File: src/rtl/tpfs_pkg.sv
// Shared types, codes and default sizes for the tagged packet FIFO.
// No dependencies; the interface, RAM, stats, controller, top and checker files refer to it by scoped names.
`default_nettype none

package tpfs_pkg;

  // Default sizes handed to the top-level parameters.
  localparam int BUFFER_BYTES_DEF   = 4096;
  localparam int MAX_PACKETS_DEF    = 16;
  localparam int MAX_PACKET_LEN_DEF = 2047;

  // Fixed field widths.
  localparam int ACTION_W  = 2;
  localparam int BYTE_W    = 8;
  localparam int PLEN_W    = 11;
  localparam int KIND_W    = 3;
  localparam int STAT_W    = 32;
  localparam int QLEN_W    = 5;
  localparam int DESC_W    = PLEN_W + 1;
  // Width wide enough to compare a length against a maximum length of up to 131071.
  localparam int LEN_CMP_W = 17;

  typedef enum logic [ACTION_W-1:0] {
    ACT_PUSH   = 2'd0,
    ACT_PULL   = 2'd1,
    ACT_STATUS = 2'd2
  } action_t;

  typedef enum logic [KIND_W-1:0] {
    KIND_PUSH_OK   = 3'd0,
    KIND_PUSH_DROP = 3'd1,
    KIND_DATA      = 3'd2,
    KIND_EMPTY     = 3'd3,
    KIND_STATUS    = 3'd4
  } kind_t;

  typedef enum logic {
    ST_IDLE = 1'b0,
    ST_PULL = 1'b1
  } state_t;

  // Counter update requests from the controller.
  typedef struct packed {
    logic              commit;
    logic [PLEN_W-1:0] commit_bytes;
    logic              pull_fin;
    logic [PLEN_W-1:0] pull_bytes;
    logic              drop;
  } stats_ev_t;

  typedef struct packed {
    logic [STAT_W-1:0] packets_in;
    logic [STAT_W-1:0] packets_out;
    logic [STAT_W-1:0] bytes_in;
    logic [STAT_W-1:0] bytes_out;
    logic [STAT_W-1:0] drops;
  } stats_t;

  typedef struct packed {
    kind_t             kind;
    logic [BYTE_W-1:0] out_byte;
    logic              out_direction;
    logic              last_out;
    stats_t            stats;
    logic [QLEN_W-1:0] queue_length;
    logic [QLEN_W-1:0] queue_peak;
  } rsp_t;

endpackage

`default_nettype wire

File: src/rtl/tpfs_stats.sv
// Wrapping 32-bit statistics counters for packets, bytes and drops.
// Depends on tpfs_pkg for the event and counter structs.
`default_nettype none

module tpfs_stats (
  input  wire logic                clk,
  input  wire logic                rst,
  input  wire tpfs_pkg::stats_ev_t ev,
  output tpfs_pkg::stats_t         stats
);

  tpfs_pkg::stats_t cnt;

  always_ff @(posedge clk) begin
    if (rst) begin
      cnt <= '0;
    end else begin
      if (ev.commit) begin
        cnt.packets_in <= cnt.packets_in + tpfs_pkg::STAT_W'(1);
        cnt.bytes_in   <= cnt.bytes_in + tpfs_pkg::STAT_W'(ev.commit_bytes);
      end
      if (ev.pull_fin) begin
        cnt.packets_out <= cnt.packets_out + tpfs_pkg::STAT_W'(1);
        cnt.bytes_out   <= cnt.bytes_out + tpfs_pkg::STAT_W'(ev.pull_bytes);
      end
      if (ev.drop) begin
        cnt.drops <= cnt.drops + tpfs_pkg::STAT_W'(1);
      end
    end
  end

  assign stats = cnt;

endmodule

`default_nettype wire

File: config.mk
export PLATFORM = sky130hd
export DESIGN_NAME = tpfs_stats
export DESIGN_NICKNAME = d
export VERILOG_FILES = /design/src/rtl/tpfs_pkg.sv /design/src/rtl/tpfs_stats.sv
export SDC_FILE = /design/constraint.sdc
export NUM_CORES = 1
export LEC_CHECK = 0
export BUFFER_PORTS_ARGS = -buffer_cell sky130_fd_sc_hd__buf_2
export CAP_MARGIN = 20
export CORE_MARGIN = 5
export CORE_UTILIZATION = 47
export DETAILED_ROUTE_END_ITERATION = 6
export MAX_ROUTING_LAYER = met4
export PLACE_DENSITY = 0.77
export SYNTH_ARGS = -nofsm -noshare
export SYNTH_HDL_FRONTEND = slang
export SYNTH_SLANG_ARGS = --single-unit
File: constraint.sdc
create_clock -name clk -period 5.3 [get_ports clk]
set_clock_uncertainty 0.2 [all_clocks]
set_input_delay 1.06 -clock clk [delete_from_list [all_inputs] [get_ports clk]]
set_output_delay 1.06 -clock clk [all_outputs]
set_load 0.05 [all_outputs]
; ---- Word-level counts from Yosys, hierarchy flattened
; Index checks and enable logic that the tools add are counted.
[op_classes]
addsub = 5
[ops]
columns = cell, count
row1 = adder 32 x 1 -> 32 bit (second input constant), 3
row2 = adder 32 x 11 -> 32 bit, 2
[totals]
register_bits = 160
input_bits = 27
output_inout_bits = 160
wordCells = 10

; ---- Depth between registers and ports, before layout
[depth]
word_depth = 1
ltp_mapped = 9

; ---- Worst setup path before layout
; Ideal clock, no wire load.
[synth_timing]
path_kind = input to register
start = input ev[1] (netlist bit)
end = register cnt (netlist bit stats[58])
t_arrival_ps = 3088
setup_slack_ps = 1891
path_stages = 9
n_path_buf = 1
path_cell_list = ha_1 > fa_1 > a211oi_1 > o21ai_1 > a211oi_2 > or3_1 > clkbuf_2 > nor3_1 > mux2_2
[synth_between]
elab_chain_cells = 1
[synth_rtl]
columns = item, line
row1 = "start, declared", tpfs_stats.sv:8  ; input wire tpfs_pkg::stats_ev_t ev,
row2 = adder 32 x 11 -> 32 bit, tpfs_stats.sv:24  ; cnt.bytes_out <= cnt.bytes_out + tpfs_pkg::STAT_W'(ev.pull_bytes);
row3 = "end, declared", tpfs_stats.sv:12  ; tpfs_pkg::stats_t cnt;
; Every way passes these cells.
; A chain may end at the register's enable or synchronous reset.

; ---- Worst setup path after layout
[layout_timing]
start = input ev[1] (netlist bit)
end = register cnt (netlist bit stats[62])
; The elaborated chain is that of the path after synthesis.

==> flow_summary.toml <==
[place]
io_buffers = 186
dpl_cell_area_sq_mm = 0.00887
globalplace.congestion = 0.927
dpl.cell_count = 1283
place_hpwl_microns = 13500

[setup_path]
cp_num_buf_inv = 1
critPathCaptureType = "register"
critPathTopFamily = "compound AO/OA/AOI/OAI gates"
start_kind = "input port"
cp_data_arrival_time_ns = 3.52
path_cells = "buf_2, ha_1, fa_1, a211oi_1, o21ai_1, a211oi_2, or3_1, nor3_1, mux2_2"
reg2reg_depth = 8
critical_path_peak_fanout = 7
worstPathRequired_ns = 5.41
worst_path_max_delay_cell = "a211oi_2"
worstReg2RegEnd = "stats[62]$_SDFFE_PP0P_"
cpPeakStageDelay_ns = 0.44
path_class = "input port to register"
reg2reg_setup_slack_ns = 2.30
r2r_start = "stats[32]$_SDFFE_PP0P_"

[clock_network]
htree_levels = 4
cts_setup_buffers = 0
cts_root_buf = "clkbuf_16"
cts_tree = "done"
cts_resized = 0
ctsHoldBuffers = 0
clock-sinks = 160
cts.path.max_buffers = 2
path_clk_slew_ns = 0.06
cts_made_buffers = 17
insertion_delay_ns = 0.42

[yosys]
synth_top_area_share_pct = 41.2
synth.area.top_cells = "dfxtp_1, nor2_1, xor2_1"
ys_types = 57
synth_cells = 906
avgSynthCellArea_sq_um = 8.58
netlist_area_sq_mm = 0.00777
synth-async-reset-ratio_pct = 0
syn_nets = 960
ys.flop_type = "dfxtp_1"
ys_ff_latch = 160
synth_edf_count = 0
yosysSeqAreaShare_pct = 41.2
synth_top_cell_by_area = "dfxtp_1"
yosys_warnings = 0

[sta]
grt_setup_unrepaired = "no"
hold_viol = 0
setup_viol = 0
fmax_mhz = 293
fin_crit_sh_pct = 64.3
setup_tns_ns = 0
whs_ns = 0.282
min_period_ns = 3.41
worstMarginPinSlew_ns = 0.936
finalMaxSlewViolations = 0
relSlewSlack_pct = 37.6

[flow_run]
drv_cap = 0

[finish]
utilization_pct = 57.8
drive_gt1_share_pct = 21.6
n_antenna_cell = 0
seq_area_sq_mm = 0.00320
multiInputGateArea_sq_mm = 0.00437
synthToLayoutAreaGrowth_pct = 22.1
fin_cells = 1315
final_cell_area_sq_mm = 0.00949
nNetsFinal = 1136
largest_reg_flops = 160
fill_cells = 1473

[die]
ios = 187
row_count = 47
die_w_microns = 139
start_util_pct = 47.4
die_y_microns = 139
core_area_sq_mm = 0.0164
die_area_sq_mm = 0.0192

[power_and_ir_drop]
p_leak_nw = 4.09
power_density_mw_per_mm2 = 315
ir_worst_vdd_uv = 218

[global_routing]
track_usage_pct = 19.5
grt_pass1_vias = 6411
grt_start_max_net_pins = 93
grt_overflow_total = 0
antenna_found_initial = 0
grt_pass1_wl_microns = 31000

[worst_hold_path]
min_to = "stats[63]$_SDFFE_PP0P_"
worstHoldStart = "stats[63]$_SDFFE_PP0P_"
worstHoldPathCells = 2
hold_path_class = "register to register"

[drt]
drc = 0
via_per_inst = 5.38
routedWlPerCell_microns = 14.3
antenna_left = 0
wl_microns = 18800
drtIter0Drc = 326
vias = 7070
drt_first_pass_iters = 6

[run_status]
status = "complete, no violations"
[per-layer routing]
metal | up-vias | global-route usage [%] | share of wire [%]
li1 | 3570 | - | -
met2 | 205 | 31.6 | 47
met5 | - | - | 0
met3 | 31 | 5.62 | 6.5
met4 | 0 | 6.14 | 1.9
met1 | 3264 | 23.6 | 45
[worst max path at each step]
| stage | depth (start not counted) | end | slack [ns] | startpoint |
|---|---|---|---|---|
| CTS | 9 | stats[62]$_SDFFE_PP0P_ | 1.90 | ev[1] |
| detailed placement | 9 | stats[62]$_SDFFE_PP0P_ | 1.47 | ev[1] |
| floorplan | 9 | stats[58]$_SDFFE_PP0P_ | 1.89 | ev[1] |
| global placement | 9 | stats[62]$_SDFFE_PP0P_ | 1.53 | ev[1] |
| finish | 9 | stats[62]$_SDFFE_PP0P_ | 1.89 | ev[1] |
| global route | 9 | stats[62]$_SDFFE_PP0P_ | 1.71 | ev[1] |
[Yosys cell counts (3+ instances only)]
cell      instances
mux2i_1          13
a31o_2            4
buf_2             4
a21o_1           10
ha_1             25
o31ai_1          16
o21a_1            3
xnor2_1          44
dfxtp_1         160
o211ai_1          5
nand4_1          27
and3_1           25
and4_1           14
clkbuf_1         20
or4_1            19
a211oi_1         11
nand2_1          65
nand3_1          40
and2_1            6
xor2_1           60
nor2b_1           6
nor3_1           13
o21ai_0          32
or3_1            22
mux2_2            5
nor2_1          142
buf_1             5
inv_1            18
a21oi_1          52
nor4_1            4
[area by class of cell]
cell class,instances,area share (%)
Clock buffer,17,4.48
Clock inverter,15,2.06
Inverter,19,0.752
Multi-Input combinational cell,696,46.0
Sequential cell,160,33.8
Tap cell,220,2.90
Timing Repair Buffer,188,10.0
[cells by family after synthesis]
family          count (synthesis)  share of synthesized area (%)
simple gates                  397                           25.6
buf+inv                        50                           2.59
fa+ha+maj                      27                           4.54
mux                            18                           2.40
flops                         160                           41.2
xor+xnor                      104                           11.7
compound gates                150                           12.0
[metrics by stage]
step / power (mW) / setup slack (ns)
floorplan: 1.62 / 1.89
global placement: 1.71 / 1.53
detailed placement: 1.71 / 1.47
CTS: 3.02 / 1.90
global route: 3.12 / 1.71
finish: 2.99 / 1.89
[tightest hold or removal path: stages, from the launching register on]
cell     delay (ns)
dfxtp_1        0.31
o21ai_0        0.07
a21oi_1        0.06
[cells in the final DEF (no fill, tap or decap), types with 14 or more instances in the layout]
master and n:
o21ai_0 32, and3_1 25, and4_1 14, a21oi_1 52, nand3_1 40, xnor2_1 44
clkbuf_16 17, nand2_1 65, or4_1 19, dfxtp_1 160, xor2_1 60, nand4_1 27
nor2_1 142, o31ai_1 16, or3_1 22, inv_1 18, ha_1 25, buf_2 185
[where the power goes]
group / internal [mW] / total, mW / switching [mW]
clock: 0.758 / 1.30 / 0.543
sequential: 1.23 / 1.26 / 0.0296
combinational: 0.142 / 0.425 / 0.284
Power figures use the tool's default switching activity.
