**src/rtl/tpfs_pkg.sv**
```systemverilog
// Shared types, codes and default sizes for the tagged packet FIFO.
// No dependencies; the interface, RAM, stats, controller, top and checker files refer to it by scoped names.
`default_nettype none

package tpfs_pkg;

  // Default sizes handed to the top-level parameters.
  localparam int BUFFER_BYTES_DEF   = 4096;
  localparam int MAX_PACKETS_DEF    = 16;
  localparam int MAX_PACKET_LEN_DEF = 2047;

  // Fixed field widths.
  localparam int ACTION_W  = 2;
  localparam int BYTE_W    = 8;
  localparam int PLEN_W    = 11;
  localparam int KIND_W    = 3;
  localparam int STAT_W    = 32;
  localparam int QLEN_W    = 5;
  localparam int DESC_W    = PLEN_W + 1;
  // Width wide enough to compare a length against a maximum length of up to 131071.
  localparam int LEN_CMP_W = 17;

  typedef enum logic [ACTION_W-1:0] {
    ACT_PUSH   = 2'd0,
    ACT_PULL   = 2'd1,
    ACT_STATUS = 2'd2
  } action_t;

  typedef enum logic [KIND_W-1:0] {
    KIND_PUSH_OK   = 3'd0,
    KIND_PUSH_DROP = 3'd1,
    KIND_DATA      = 3'd2,
    KIND_EMPTY     = 3'd3,
    KIND_STATUS    = 3'd4
  } kind_t;

  typedef enum logic {
    ST_IDLE = 1'b0,
    ST_PULL = 1'b1
  } state_t;

  // Counter update requests from the controller.
  typedef struct packed {
    logic              commit;
    logic [PLEN_W-1:0] commit_bytes;
    logic              pull_fin;
    logic [PLEN_W-1:0] pull_bytes;
    logic              drop;
  } stats_ev_t;

  typedef struct packed {
    logic [STAT_W-1:0] packets_in;
    logic [STAT_W-1:0] packets_out;
    logic [STAT_W-1:0] bytes_in;
    logic [STAT_W-1:0] bytes_out;
    logic [STAT_W-1:0] drops;
  } stats_t;

  typedef struct packed {
    kind_t             kind;
    logic [BYTE_W-1:0] out_byte;
    logic              out_direction;
    logic              last_out;
    stats_t            stats;
    logic [QLEN_W-1:0] queue_length;
    logic [QLEN_W-1:0] queue_peak;
  } rsp_t;

endpackage

`default_nettype wire

```
**src/rtl/tpfs_if.sv**
```systemverilog
// Valid/ready channel interfaces for requests and responses.
// Depends on tpfs_pkg for field widths.
`default_nettype none

interface tpfs_req_if;
  logic                          valid;
  logic                          ready;
  logic [tpfs_pkg::ACTION_W-1:0] action;
  logic [tpfs_pkg::BYTE_W-1:0]   data_byte;
  logic [tpfs_pkg::PLEN_W-1:0]   packet_length;
  logic                          direction;
  logic                          last_in;

  modport source (output valid, action, data_byte, packet_length, direction, last_in,
                  input ready);
  modport sink (input valid, action, data_byte, packet_length, direction, last_in,
                output ready);
endinterface

interface tpfs_rsp_if;
  logic                        valid;
  logic                        ready;
  logic [tpfs_pkg::KIND_W-1:0] kind;
  logic [tpfs_pkg::BYTE_W-1:0] out_byte;
  logic                        out_direction;
  logic                        last_out;
  logic [tpfs_pkg::STAT_W-1:0] packets_in;
  logic [tpfs_pkg::STAT_W-1:0] packets_out;
  logic [tpfs_pkg::STAT_W-1:0] bytes_in;
  logic [tpfs_pkg::STAT_W-1:0] bytes_out;
  logic [tpfs_pkg::STAT_W-1:0] drops;
  logic [tpfs_pkg::QLEN_W-1:0] queue_length;
  logic [tpfs_pkg::QLEN_W-1:0] queue_peak;

  modport source (output valid, kind, out_byte, out_direction, last_out, packets_in,
                  packets_out, bytes_in, bytes_out, drops, queue_length, queue_peak,
                  input ready);
  modport sink (input valid, kind, out_byte, out_direction, last_out, packets_in,
                packets_out, bytes_in, bytes_out, drops, queue_length, queue_peak,
                output ready);
endinterface

`default_nettype wire

```
**src/rtl/tpfs_ctrl.sv**
```systemverilog
// Queue controller: pointers, push admission, pull sequencing, response register.
// Depends on tpfs_pkg and the channel interfaces in tpfs_if.sv.
`default_nettype none

module tpfs_ctrl #(
  parameter int BUFFER_BYTES   = tpfs_pkg::BUFFER_BYTES_DEF,
  parameter int MAX_PACKETS    = tpfs_pkg::MAX_PACKETS_DEF,
  parameter int MAX_PACKET_LEN = tpfs_pkg::MAX_PACKET_LEN_DEF,
  localparam int PTR_W  = $clog2(BUFFER_BYTES),
  localparam int USED_W = $clog2(BUFFER_BYTES + 1),
  localparam int SLOT_W = $clog2(MAX_PACKETS),
  localparam int CNT_W  = $clog2(MAX_PACKETS + 1)
) (
  input  wire logic                          clk,
  input  wire logic                          rst,
  tpfs_req_if.sink                           req,
  tpfs_rsp_if.source                         rsp,
  // Byte memory
  output logic                               bram_we,
  output logic [PTR_W-1:0]                   bram_waddr,
  output logic [tpfs_pkg::BYTE_W-1:0]        bram_wdata,
  output logic [PTR_W-1:0]                   bram_raddr,
  input  wire logic [tpfs_pkg::BYTE_W-1:0]   bram_rdata,
  // Descriptor memory
  output logic                               dram_we,
  output logic [SLOT_W-1:0]                  dram_waddr,
  output logic [tpfs_pkg::DESC_W-1:0]        dram_wdata,
  output logic [SLOT_W-1:0]                  dram_raddr,
  input  wire logic [tpfs_pkg::DESC_W-1:0]   dram_rdata,
  // Statistics
  output tpfs_pkg::stats_ev_t                ev,
  input  wire tpfs_pkg::stats_t              stats
);

  localparam int PLEN_W = tpfs_pkg::PLEN_W;
  localparam logic [PTR_W-1:0]  PTR_LAST  = PTR_W'(BUFFER_BYTES - 1);
  localparam logic [SLOT_W-1:0] SLOT_LAST = SLOT_W'(MAX_PACKETS - 1);
  localparam logic [CNT_W-1:0]  PKT_MAX   = CNT_W'(MAX_PACKETS);
  localparam logic [USED_W-1:0] BUF_SIZE  = USED_W'(BUFFER_BYTES);
  localparam logic [tpfs_pkg::LEN_CMP_W-1:0] LEN_MAX = tpfs_pkg::LEN_CMP_W'(MAX_PACKET_LEN);

  tpfs_pkg::state_t state, state_next;

  logic [PTR_W-1:0]  wr_ptr, wr_ptr_next;
  logic [PTR_W-1:0]  rd_ptr, rd_ptr_next;
  logic [USED_W-1:0] bytes_used, bytes_used_next;
  logic [SLOT_W-1:0] head, head_next;
  logic [SLOT_W-1:0] tail, tail_next;
  logic [CNT_W-1:0]  packet_count, packet_count_next;
  logic [CNT_W-1:0]  peak, peak_next;
  logic [PLEN_W-1:0] pull_offset, pull_offset_next;
  logic              push_in_progress, push_in_progress_next;
  logic              dropping, dropping_next;
  logic [PLEN_W-1:0] push_length, push_length_next;
  logic [PLEN_W-1:0] push_count, push_count_next;
  logic              push_dir, push_dir_next;

  logic              out_valid, out_valid_next;
  tpfs_pkg::rsp_t    rsp_q, rsp_next;
  logic              load;

  tpfs_pkg::action_t act;
  logic              accept;
  logic              start;
  logic [PLEN_W-1:0] len_eff;
  logic [USED_W-1:0] free_bytes;
  logic              fits;
  logic              drop_now;
  logic [PLEN_W-1:0] plen_eff;
  logic              pdir_eff;
  logic [PLEN_W-1:0] pcnt_new;
  logic              ends;
  logic [PLEN_W-1:0] d_len;
  logic              d_dir;
  logic [PLEN_W-1:0] off_new;
  logic              fin;
  logic [CNT_W-1:0]  count_inc;

  // One item at a time: the ready term blocks new items while a pull waits on
  // the memory read, so no write can overlap a pending read.
  assign req.ready  = (state == tpfs_pkg::ST_IDLE) && (!out_valid || rsp.ready);
  assign accept     = req.valid && req.ready;
  assign bram_raddr = rd_ptr;
  assign dram_raddr = head;

  always_comb begin
    act        = tpfs_pkg::action_t'(req.action);
    start      = !push_in_progress;
    len_eff    = (req.packet_length == '0) ? PLEN_W'(1) : req.packet_length;
    free_bytes = BUF_SIZE - bytes_used;
    fits       = (tpfs_pkg::LEN_CMP_W'(len_eff) <= LEN_MAX)
              && (packet_count < PKT_MAX)
              && (free_bytes >= USED_W'(len_eff));
    drop_now   = start ? !fits : dropping;
    plen_eff   = start ? len_eff : push_length;
    pdir_eff   = start ? req.direction : push_dir;
    pcnt_new   = (start ? '0 : push_count) + PLEN_W'(1);
    ends       = req.last_in || (pcnt_new >= plen_eff);
    count_inc  = packet_count + CNT_W'(1);

    d_len      = dram_rdata[PLEN_W-1:0];
    d_dir      = dram_rdata[PLEN_W];
    off_new    = pull_offset + PLEN_W'(1);
    fin        = off_new >= d_len;

    state_next            = state;
    wr_ptr_next           = wr_ptr;
    rd_ptr_next           = rd_ptr;
    bytes_used_next       = bytes_used;
    head_next             = head;
    tail_next             = tail;
    packet_count_next     = packet_count;
    peak_next             = peak;
    pull_offset_next      = pull_offset;
    push_in_progress_next = push_in_progress;
    dropping_next         = dropping;
    push_length_next      = push_length;
    push_count_next       = push_count;
    push_dir_next         = push_dir;

    rsp_next   = '0;
    load       = 1'b0;
    ev         = '0;
    bram_we    = 1'b0;
    bram_waddr = wr_ptr;
    bram_wdata = req.data_byte;
    dram_we    = 1'b0;
    dram_waddr = tail;
    dram_wdata = {pdir_eff, pcnt_new};

    unique case (state)
      tpfs_pkg::ST_IDLE: begin
        if (accept) begin
          unique case (act)
            tpfs_pkg::ACT_PUSH: begin
              load                  = 1'b1;
              rsp_next.kind         = drop_now ? tpfs_pkg::KIND_PUSH_DROP
                                               : tpfs_pkg::KIND_PUSH_OK;
              push_in_progress_next = !ends;
              dropping_next         = ends ? 1'b0 : drop_now;
              push_length_next      = plen_eff;
              push_count_next       = pcnt_new;
              push_dir_next         = pdir_eff;
              ev.drop               = start && !fits;
              if (!drop_now) begin
                bram_we         = 1'b1;
                wr_ptr_next     = (wr_ptr == PTR_LAST) ? '0 : wr_ptr + PTR_W'(1);
                bytes_used_next = bytes_used + USED_W'(1);
                if (ends) begin
                  dram_we           = 1'b1;
                  tail_next         = (tail == SLOT_LAST) ? '0 : tail + SLOT_W'(1);
                  packet_count_next = count_inc;
                  if (count_inc > peak) begin
                    peak_next = count_inc;
                  end
                  ev.commit       = 1'b1;
                  ev.commit_bytes = pcnt_new;
                end
              end
            end
            tpfs_pkg::ACT_PULL: begin
              if (packet_count == '0) begin
                load          = 1'b1;
                rsp_next.kind = tpfs_pkg::KIND_EMPTY;
              end else begin
                // Byte and descriptor reads are issued at this edge.
                state_next = tpfs_pkg::ST_PULL;
              end
            end
            default: begin
              load                  = 1'b1;
              rsp_next.kind         = tpfs_pkg::KIND_STATUS;
              rsp_next.stats        = stats;
              rsp_next.queue_length = tpfs_pkg::QLEN_W'(packet_count);
              rsp_next.queue_peak   = tpfs_pkg::QLEN_W'(peak);
            end
          endcase
        end
      end
      tpfs_pkg::ST_PULL: begin
        load                   = 1'b1;
        rsp_next.kind          = tpfs_pkg::KIND_DATA;
        rsp_next.out_byte      = bram_rdata;
        rsp_next.out_direction = d_dir;
        rsp_next.last_out      = fin;
        rd_ptr_next            = (rd_ptr == PTR_LAST) ? '0 : rd_ptr + PTR_W'(1);
        if (bytes_used != '0) begin
          bytes_used_next = bytes_used - USED_W'(1);
        end
        if (fin) begin
          head_next         = (head == SLOT_LAST) ? '0 : head + SLOT_W'(1);
          packet_count_next = packet_count - CNT_W'(1);
          pull_offset_next  = '0;
          ev.pull_fin       = 1'b1;
          ev.pull_bytes     = d_len;
        end else begin
          pull_offset_next = off_new;
        end
        state_next = tpfs_pkg::ST_IDLE;
      end
      default: begin
        state_next = tpfs_pkg::ST_IDLE;
      end
    endcase

    if (load) begin
      out_valid_next = 1'b1;
    end else if (rsp.ready) begin
      out_valid_next = 1'b0;
    end else begin
      out_valid_next = out_valid;
    end
  end

  always_ff @(posedge clk) begin
    if (rst) begin
      state            <= tpfs_pkg::ST_IDLE;
      wr_ptr           <= '0;
      rd_ptr           <= '0;
      bytes_used       <= '0;
      head             <= '0;
      tail             <= '0;
      packet_count     <= '0;
      peak             <= '0;
      pull_offset      <= '0;
      push_in_progress <= 1'b0;
      dropping         <= 1'b0;
      push_length      <= '0;
      push_count       <= '0;
      push_dir         <= 1'b0;
      out_valid        <= 1'b0;
    end else begin
      state            <= state_next;
      wr_ptr           <= wr_ptr_next;
      rd_ptr           <= rd_ptr_next;
      bytes_used       <= bytes_used_next;
      head             <= head_next;
      tail             <= tail_next;
      packet_count     <= packet_count_next;
      peak             <= peak_next;
      pull_offset      <= pull_offset_next;
      push_in_progress <= push_in_progress_next;
      dropping         <= dropping_next;
      push_length      <= push_length_next;
      push_count       <= push_count_next;
      push_dir         <= push_dir_next;
      out_valid        <= out_valid_next;
    end
  end

  always_ff @(posedge clk) begin
    if (load) begin
      rsp_q <= rsp_next;
    end
  end

  assign rsp.valid         = out_valid;
  assign rsp.kind          = rsp_q.kind;
  assign rsp.out_byte      = rsp_q.out_byte;
  assign rsp.out_direction = rsp_q.out_direction;
  assign rsp.last_out      = rsp_q.last_out;
  assign rsp.packets_in    = rsp_q.stats.packets_in;
  assign rsp.packets_out   = rsp_q.stats.packets_out;
  assign rsp.bytes_in      = rsp_q.stats.bytes_in;
  assign rsp.bytes_out     = rsp_q.stats.bytes_out;
  assign rsp.drops         = rsp_q.stats.drops;
  assign rsp.queue_length  = rsp_q.queue_length;
  assign rsp.queue_peak    = rsp_q.queue_peak;

endmodule

`default_nettype wire

```
**src/flat_wrapper.sv**
```systemverilog
// flat-port wrapper written by rule: the top's interface ports become plain ports
module tpfs_ctrl_flat 
#(
  parameter int BUFFER_BYTES   = tpfs_pkg::BUFFER_BYTES_DEF,
  parameter int MAX_PACKETS    = tpfs_pkg::MAX_PACKETS_DEF,
  parameter int MAX_PACKET_LEN = tpfs_pkg::MAX_PACKET_LEN_DEF,
  localparam int PTR_W  = $clog2(BUFFER_BYTES),
  localparam int USED_W = $clog2(BUFFER_BYTES + 1),
  localparam int SLOT_W = $clog2(MAX_PACKETS),
  localparam int CNT_W  = $clog2(MAX_PACKETS + 1)
)
  (clk, rst, bram_we, bram_waddr, bram_wdata, bram_raddr, bram_rdata, dram_we, dram_waddr, dram_wdata, dram_raddr, dram_rdata, ev, stats, req_valid, req_action, req_data_byte, req_packet_length, req_direction, req_last_in, req_ready, rsp_valid, rsp_kind, rsp_out_byte, rsp_out_direction, rsp_last_out, rsp_packets_in, rsp_packets_out, rsp_bytes_in, rsp_bytes_out, rsp_drops, rsp_queue_length, rsp_queue_peak, rsp_ready);
  tpfs_req_if req_i ();
  tpfs_rsp_if rsp_i ();
  input  wire logic clk;
  input  wire logic rst;
  output logic bram_we;
  output logic [PTR_W-1:0] bram_waddr;
  output logic [tpfs_pkg::BYTE_W-1:0] bram_wdata;
  output logic [PTR_W-1:0] bram_raddr;
  input  wire logic [tpfs_pkg::BYTE_W-1:0] bram_rdata;
  output logic dram_we;
  output logic [SLOT_W-1:0] dram_waddr;
  output logic [tpfs_pkg::DESC_W-1:0] dram_wdata;
  output logic [SLOT_W-1:0] dram_raddr;
  input  wire logic [tpfs_pkg::DESC_W-1:0] dram_rdata;
  output tpfs_pkg::stats_ev_t ev;
  input  wire tpfs_pkg::stats_t stats;
  input wire logic [$bits(req_i.valid)-1:0] req_valid;
  input wire logic [$bits(req_i.action)-1:0] req_action;
  input wire logic [$bits(req_i.data_byte)-1:0] req_data_byte;
  input wire logic [$bits(req_i.packet_length)-1:0] req_packet_length;
  input wire logic [$bits(req_i.direction)-1:0] req_direction;
  input wire logic [$bits(req_i.last_in)-1:0] req_last_in;
  output wire logic [$bits(req_i.ready)-1:0] req_ready;
  output wire logic [$bits(rsp_i.valid)-1:0] rsp_valid;
  output wire logic [$bits(rsp_i.kind)-1:0] rsp_kind;
  output wire logic [$bits(rsp_i.out_byte)-1:0] rsp_out_byte;
  output wire logic [$bits(rsp_i.out_direction)-1:0] rsp_out_direction;
  output wire logic [$bits(rsp_i.last_out)-1:0] rsp_last_out;
  output wire logic [$bits(rsp_i.packets_in)-1:0] rsp_packets_in;
  output wire logic [$bits(rsp_i.packets_out)-1:0] rsp_packets_out;
  output wire logic [$bits(rsp_i.bytes_in)-1:0] rsp_bytes_in;
  output wire logic [$bits(rsp_i.bytes_out)-1:0] rsp_bytes_out;
  output wire logic [$bits(rsp_i.drops)-1:0] rsp_drops;
  output wire logic [$bits(rsp_i.queue_length)-1:0] rsp_queue_length;
  output wire logic [$bits(rsp_i.queue_peak)-1:0] rsp_queue_peak;
  input wire logic [$bits(rsp_i.ready)-1:0] rsp_ready;
  assign req_i.valid = req_valid;
  assign req_i.action = req_action;
  assign req_i.data_byte = req_data_byte;
  assign req_i.packet_length = req_packet_length;
  assign req_i.direction = req_direction;
  assign req_i.last_in = req_last_in;
  assign req_ready = req_i.ready;
  assign rsp_valid = rsp_i.valid;
  assign rsp_kind = rsp_i.kind;
  assign rsp_out_byte = rsp_i.out_byte;
  assign rsp_out_direction = rsp_i.out_direction;
  assign rsp_last_out = rsp_i.last_out;
  assign rsp_packets_in = rsp_i.packets_in;
  assign rsp_packets_out = rsp_i.packets_out;
  assign rsp_bytes_in = rsp_i.bytes_in;
  assign rsp_bytes_out = rsp_i.bytes_out;
  assign rsp_drops = rsp_i.drops;
  assign rsp_queue_length = rsp_i.queue_length;
  assign rsp_queue_peak = rsp_i.queue_peak;
  assign rsp_i.ready = rsp_ready;
  tpfs_ctrl #(.BUFFER_BYTES(BUFFER_BYTES), .MAX_PACKETS(MAX_PACKETS), .MAX_PACKET_LEN(MAX_PACKET_LEN)) u_core (.clk(clk), .rst(rst), .req(req_i), .rsp(rsp_i), .bram_we(bram_we), .bram_waddr(bram_waddr), .bram_wdata(bram_wdata), .bram_raddr(bram_raddr), .bram_rdata(bram_rdata), .dram_we(dram_we), .dram_waddr(dram_waddr), .dram_wdata(dram_wdata), .dram_raddr(dram_raddr), .dram_rdata(dram_rdata), .ev(ev), .stats(stats));
endmodule
```
**config.mk**
```make
export PLATFORM = sky130hd
export DESIGN_NAME = tpfs_ctrl_flat
export DESIGN_NICKNAME = d
export VERILOG_FILES = /design/src/rtl/tpfs_pkg.sv /design/src/rtl/tpfs_if.sv /design/src/rtl/tpfs_ctrl.sv /design/src/flat_wrapper.sv
export SDC_FILE = /design/constraint.sdc
export NUM_CORES = 1
export LEC_CHECK = 0
export ABC_CLOCK_PERIOD_IN_PS = 7800
export BUFFER_PORTS_ARGS = -buffer_cell sky130_fd_sc_hd__buf_2
export CAP_MARGIN = 20
export CORE_AREA = 2 2 259 185
export CTS_CLUSTER_DIAMETER = 100
export DETAILED_ROUTE_END_ITERATION = 10
export DIE_AREA = 0 0 261 187
export GPL_TIMING_DRIVEN = 0
export PLACE_DENSITY = 0.5
export SLEW_MARGIN = 20
export SYNTH_ARGS = -nofsm -noshare
export SYNTH_HDL_FRONTEND = slang
export SYNTH_SLANG_ARGS = --single-unit
```
**constraint.sdc**
```tcl
create_clock -name clk -period 7.8 [get_ports clk]
set_input_delay 1.56 -clock clk [delete_from_list [all_inputs] [get_ports clk]]
set_output_delay 1.56 -clock clk [all_outputs]
set_load 0.02 [all_outputs]
```
## Yosys cells after proc, flatten, opt, wreduce, memory -nomap -nowiden

Index checks and enable logic that the tools add are counted.

| operators by class | value |
|---|---|
| bitwise gates (word level) | 3 |
| equal/unequal tests | 11 |
| muxes and demuxes | 56 |
| reduce and logical (&&, ||, !) cells | 23 |
| $lt $le $gt $ge | 5 |
| add/subtract/negate cells | 11 |

Operators with widths:

| cell | count |
|---|---|
| two-way mux 12 bit | 9 |
| two-way mux 13 bit | 4 |
| two-way mux 11 bit | 4 |
| one-hot mux 13 bit (2 select lines) | 1 |
| two-way mux 5 bit | 5 |
| adder 12 x 1 -> 12 bit (second input constant) | 2 |
| equality test 12 bit (second input constant) | 2 |
| two-way mux 1 bit | 24 |
| adder 11 x 1 -> 11 bit (second input constant) | 2 |
| >= comparator 11 bit | 2 |
| adder 13 x 1 -> 13 bit (second input constant) | 1 |
| >= comparator 13 x 11 -> 1 bit | 1 |
| nonzero test 13 bit | 1 |
| subtractor 13 x 1 -> 13 bit (second input constant) | 1 |
| subtractor 13 bit (first input constant) | 1 |
| one-hot mux 3 bit (2 select lines) | 2 |
| logical NOT 11 bit | 1 |
| one-hot mux 5 bit (2 select lines) | 1 |
| AND reduction 5 bit | 2 |
| adder 4 x 1 -> 4 bit (second input constant) | 2 |
| equality test 4 bit (second input constant) | 2 |
| two-way mux 4 bit | 2 |
| != test 2 bit (second input constant) | 4 |
| AND reduction 4 bit | 2 |
| other kinds (20) | 31 |

| storage, ports and cells | value |
|---|---|
| register bits after elaboration | 276 |
| input bits | 207 |

## Depth between registers and ports, before layout

| logic depth | value |
|---|---|
| word-level depth | 10 |
| depth in mapped cells | 17 |
| mapped depth without buffers | 17 |

## Worst setup path after synthesis

OpenSTA, ideal clock, no wires.

| timing path | value |
|---|---|
| kind | input to register |
| from | in rsp_ready |
| to | reg u_core.rsp_q, in the netlist u_core.rsp.bytes_in[0] (enable) |
| data arrival time | 6.045 ns |
| data required time | 7.249 ns |
| setup slack | 1.205 ns |
| stages on the path | 4 |
| cells stage by stage | inv_1 > a21oi_1 > nand3_1 > nand2_1 |

| on the way | value |
|---|---|
| word-level cells in the longest chain between the ends | 5 |

RTL lines:

| what | line | text |
|---|---|---|
| start: declaration | flat_wrapper.sv:48 | `input wire logic [$bits(rsp_i.ready)-1:0] rsp_ready;` |
| logical OR 1 bit | tpfs_ctrl.sv:81 | `assign req.ready = (state == tpfs_pkg::ST_IDLE) && (!out_valid \|\| rsp.ready);` |
| logical AND 1 bit | tpfs_ctrl.sv:81 |  |
| named net req_ready | flat_wrapper.sv:35 | `output wire logic [$bits(req_i.ready)-1:0] req_ready;` |
| logical AND 1 bit | tpfs_ctrl.sv:82 | `assign accept = req.valid && req.ready;` |
| two-way mux 1 bit | tpfs_ctrl.sv:133 | `if (accept) begin` |
| one-hot mux 1 bit (2 select lines) | tpfs_ctrl.sv:131 | `unique case (state)` |
| named net u_core.load | tpfs_ctrl.sv:60 | `logic load;` |
| end signal: assignment | tpfs_ctrl.sv:253 | `rsp_q <= rsp_next;` |
| end: declaration | tpfs_ctrl.sv:59 | `tpfs_pkg::rsp_t rsp_q, rsp_next;` |

The timed path passes the listed nets, and every way through them passes these cells.
A chain may end at the register's enable or synchronous reset.

==> results.json <==
{
  "synth_top_cell_by_area": "edfxtp_1",
  "final_layout_size_suffix_gt1_frac": 0.326,
  "clkSinkCount": 276,
  "classification_of_the_worst_slack_hold_path": "reg2reg",
  "worst_slew_pin_slew_ns": 0.950,
  "route.antenna.remaining_nets": 0,
  "avgRoutedWirePerCell_um": 18.1,
  "via_per_inst": 4.46,
  "cts-buffers-inserted": 34,
  "holdBufCountCts": 0,
  "power_density_nw_per_um2": 215,
  "whs_path_depth": 2,
  "initial_utilization": 0.274,
  "dp.final_hpwl_um": 32700,
  "synth_seq_cells": 276,
  "vias_post_dr": 10235,
  "buffer_ports.inserted": 462,
  "synthesis.area_um2": 12800,
  "std_cell_rows": 67,
  "clk_latency_worst_skew_pair_ns": 0.52,
  "grt_util_all_layers": 0.164,
  "fin_worst_hold_slack_ns": 0.452,
  "worst_setup_hold_path_clk_slew_ns": 0.06,
  "critical_path.max_fanout": 10,
  "synth_edf_count": 183,
  "nNetsFinal": 1913,
  "postCtsSetupBuffers": 0,
  "drt_first_iter_violations": 704,
  "die-area_um2": 48800,
  "die_width_um": 261,
  "synth.avg_cell_area_um2": 11.2,
  "seq_area_frac_synth": 0.573,
  "critical_path_class": "reg2out",
  "synth.top_cell.area_share": 0.428,
  "r2r.worst_path.cells": 16,
  "gpl.final_weighted_congestion": 0.856,
  "finalCriticalPeriod_ns": 6.78,
  "max-clock-path-buffers": 3,
  "io_pins": 471,
  "synth_warn": 0,
  "final-setup-viol-count": 0,
  "synth_async_sr_flop_share": 0,
  "relSlewSlack": 0.365,
  "worst_clock_skew_ns": 0.0216,
  "placeableCoreArea_um2": 46800,
  "post-route-drc-count": 0,
  "clock_tree.htree_level_count": 2,
  "timing.final.max_slew_violations": 0,
  "tns_ns": 0,
  "antenna_found_initial": 14,
  "cts-resized-gates": 0,
  "status": "complete, no violations",
  "max-vdd-ir-drop_uv": 111,
  "power.leakage_nw": 7.55,
  "maxCapViolations": 0,
  "cp-start-kind": "flip-flop",
  "max_freq_ghz": 0.147,
  "ctsRootBufferMaster": "clkbuf_16",
  "instances_no_fill": 2295,
  "synthFlopType": "edfxtp_1",
  "maximum_number_of_pins_on_one_net_before_global_route_repair": 57,
  "synth_nets": 1411,
  "setup_repair_after_global_routing_missed_its_margin": "false",
  "fp.dieH_um": 187,
  "syn_inst": 1145,
  "worstPathRequired_ns": 6.24,
  "layout.core_utilization": 0.366,
  "grt_pass1_wl_um": 60600,
  "vias_in_the_first_global_route": 9909,
  "slowest_delay_ns": 0.68,
  "cp_data_arrival_time_ns": 5.22,
  "flow.area_growth_from_synthesis_pct": 33.4,
  "cp_cell_sequence": "clkbuf_1 -> clkbuf_1 -> and2_1 -> ha_1 -> nand3_1 -> or3_1 -> a21boi_0 -> ha_1 -> o21a_1 -> o211ai_1 -> nand2_1 -> o21ai_0 -> nor2_1 -> nand2_2 -> inv_1 -> buf_4 -> buf_2",
  "wirelength_um": 41600,
  "ys_top_cells_by_area": "edfxtp_1 (43%), dfxtp_1 (15%), and2_1 (9.4%)",
  "first_pass_iters": 5,
  "worst_setup_path_end_kind": "output pin",
  "tritoncts": "done",
  "gr-total-overflow": 0,
  "placed_cells_incl_taps": 2232,
  "timing_hold_violations_final": 0,
  "worst_path_max_delay_cell": "nor2_1",
  "layout_worst_path_cycle_share": 0.870,
  "yosys.cell_types.count": 65
}
final cells by class:
type / instances / area, µm²
clock inverters: 12 / 106
well taps: 621 / 777
inverters: 44 / 165
repair buffers: 466 / 2410
multi-input cells: 768 / 5050
plain buffers: 57 / 267
diodes: 3 / 7.51
fillers: 4765 / 29700
clock buffers: 48 / 965
flip-flops and latches: 276 / 7360
synthesized netlist by cell type, drive strengths merged (2+ instances only):
| cell | n |
|---|---|
| a2111oi | 2 |
| mux2i | 26 |
| or3 | 8 |
| clkbuf | 39 |
| o21a | 8 |
| or4 | 4 |
| or2 | 2 |
| nand3 | 24 |
| mux2 | 2 |
| and3 | 19 |
| nand4 | 10 |
| a211oi | 22 |
| nand2b | 8 |
| o31ai | 2 |
| inv | 43 |
| o31a | 2 |
| edfxtp | 183 |
| buf | 18 |
| nor2b | 4 |
| nor3b | 2 |
| o41ai | 3 |
| a21o | 2 |
| o21ai | 22 |
| and2 | 192 |
| a31oi | 5 |
| o211ai | 5 |
| nor2 | 105 |
| dfxtp | 93 |
| nor4 | 8 |
| xnor2 | 34 |
| a21oi | 40 |
| nand2 | 79 |
| ha | 58 |
| nor3 | 18 |
| xor2 | 26 |
| o22ai | 2 |
| a22o | 9 |
kinds of logic (layout without fill, tap and decap cells):
kind of cell,count (synthesis),in the layout,share of synthesized area
compound gates,134,134,0.0710
xor+xnor,60,60,0.0410
fa+ha+maj,59,59,0.0581
buf+inv,101,627,0.0336
flops,276,276,0.573
mux,28,28,0.0220
other cells,0,3,0
simple gates,487,487,0.201
final timing paths:
check / slack (ns) / startpoint / endpoint
worst max-delay path: 1.02 / u_core.push_in_progress$_SDFFE_PP0P_ / ev[24]
worst min-delay path: 0.45 / u_core.push_length[0]$_SDFFE_PP0P_ / u_core.push_length[0]$_SDFFE_PP0P_
worst min register to register: 0.45 / u_core.push_length[0]$_SDFFE_PP0P_ / u_core.push_length[0]$_SDFFE_PP0P_
worst max register to register: 2.92 / u_core.push_in_progress$_SDFFE_PP0P_ / u_core.dram_waddr[3]$_SDFFE_PP0P_
state kept, by name, summed over array words and instances (netlist names), 4 cells and up:
name and cells:
u_core.rsp.out_byte 8, u_core.rsp.bytes_in 32, u_core.peak 5, u_core.pull_offset 11
u_core.push_length 11, u_core.rsp.bytes_out 32, u_core.rsp.packets_out 32, u_core.rsp.packets_in 32
u_core.packet_count 5, u_core.dram_waddr 4, u_core.bram_waddr 12, u_core.bram_raddr 12
u_core.dram_raddr 4, u_core.rsp.queue_length 5, u_core.rsp.queue_peak 5, u_core.push_count 11
u_core.rsp.drops 32, u_core.bytes_used 13
per-layer routing:
| metal | up-vias | part of all wire | GRT usage |
|---|---|---|---|
| met1 | 4819 | 0.42 | 0.201 |
| met3 | 73 | 0.081 | 0.0481 |
| li1 | 5016 | - | - |
| met2 | 327 | 0.48 | 0.282 |
| met4 | 0 | 0.025 | 0.0411 |
| met5 | - | 0 | 0 |
power by group:
part           switching (mW)  internal (mW)  leakage [nW]
Clock                   0.629          0.901         0.524
Sequential             0.0253           1.66          2.59
Combinational           0.301          0.169          4.44
cells in the final DEF (no fill, tap or decap), types with 5 or more instances in the layout:
cell and instances:
o211ai_1 5, buf_4 11, a21oi_1 38, and3_1 19, and2_1 192, a22o_1 9
nand4_1 9, nand3_1 24, clkbuf_16 35, nor4_1 8, dfxtp_1 93, mux2i_1 26
ha_1 58, buf_2 465, o21a_1 8, nor3_1 17, nand2_1 77, edfxtp_1 183
or3_1 7, a211oi_1 22, o21ai_0 22, nor2_1 105, inv_1 42, a31oi_1 5
nand2b_1 8, xnor2_1 34, clkbuf_1 48, xor2_1 26
through the flow:
stage / total power [mW] / cell area [µm²] / setup slack [ns]
finish: 3.68 / 17100 / 1.02
global route: 3.84 / 17100 / 0.610
CTS: 3.74 / 17100 / 0.989
detailed placement: 2.19 / 16000 / 1.57
global placement: 2.20 / 15900 / -0.831
floorplan: 1.99 / 12800 / 1.20
critical path, delay by kind of cell (launching register included):
| family | cells | cell delay, ns |
|---|---|---|
| compound gates | 4 | 0.79 |
| flops | 1 | 0.30 |
| simple gates | 6 | 1.80 |
| fa+ha+maj | 2 | 0.45 |
| buf+inv | 5 | 1.36 |
Note: power is estimated with default switching activity, not from simulation.
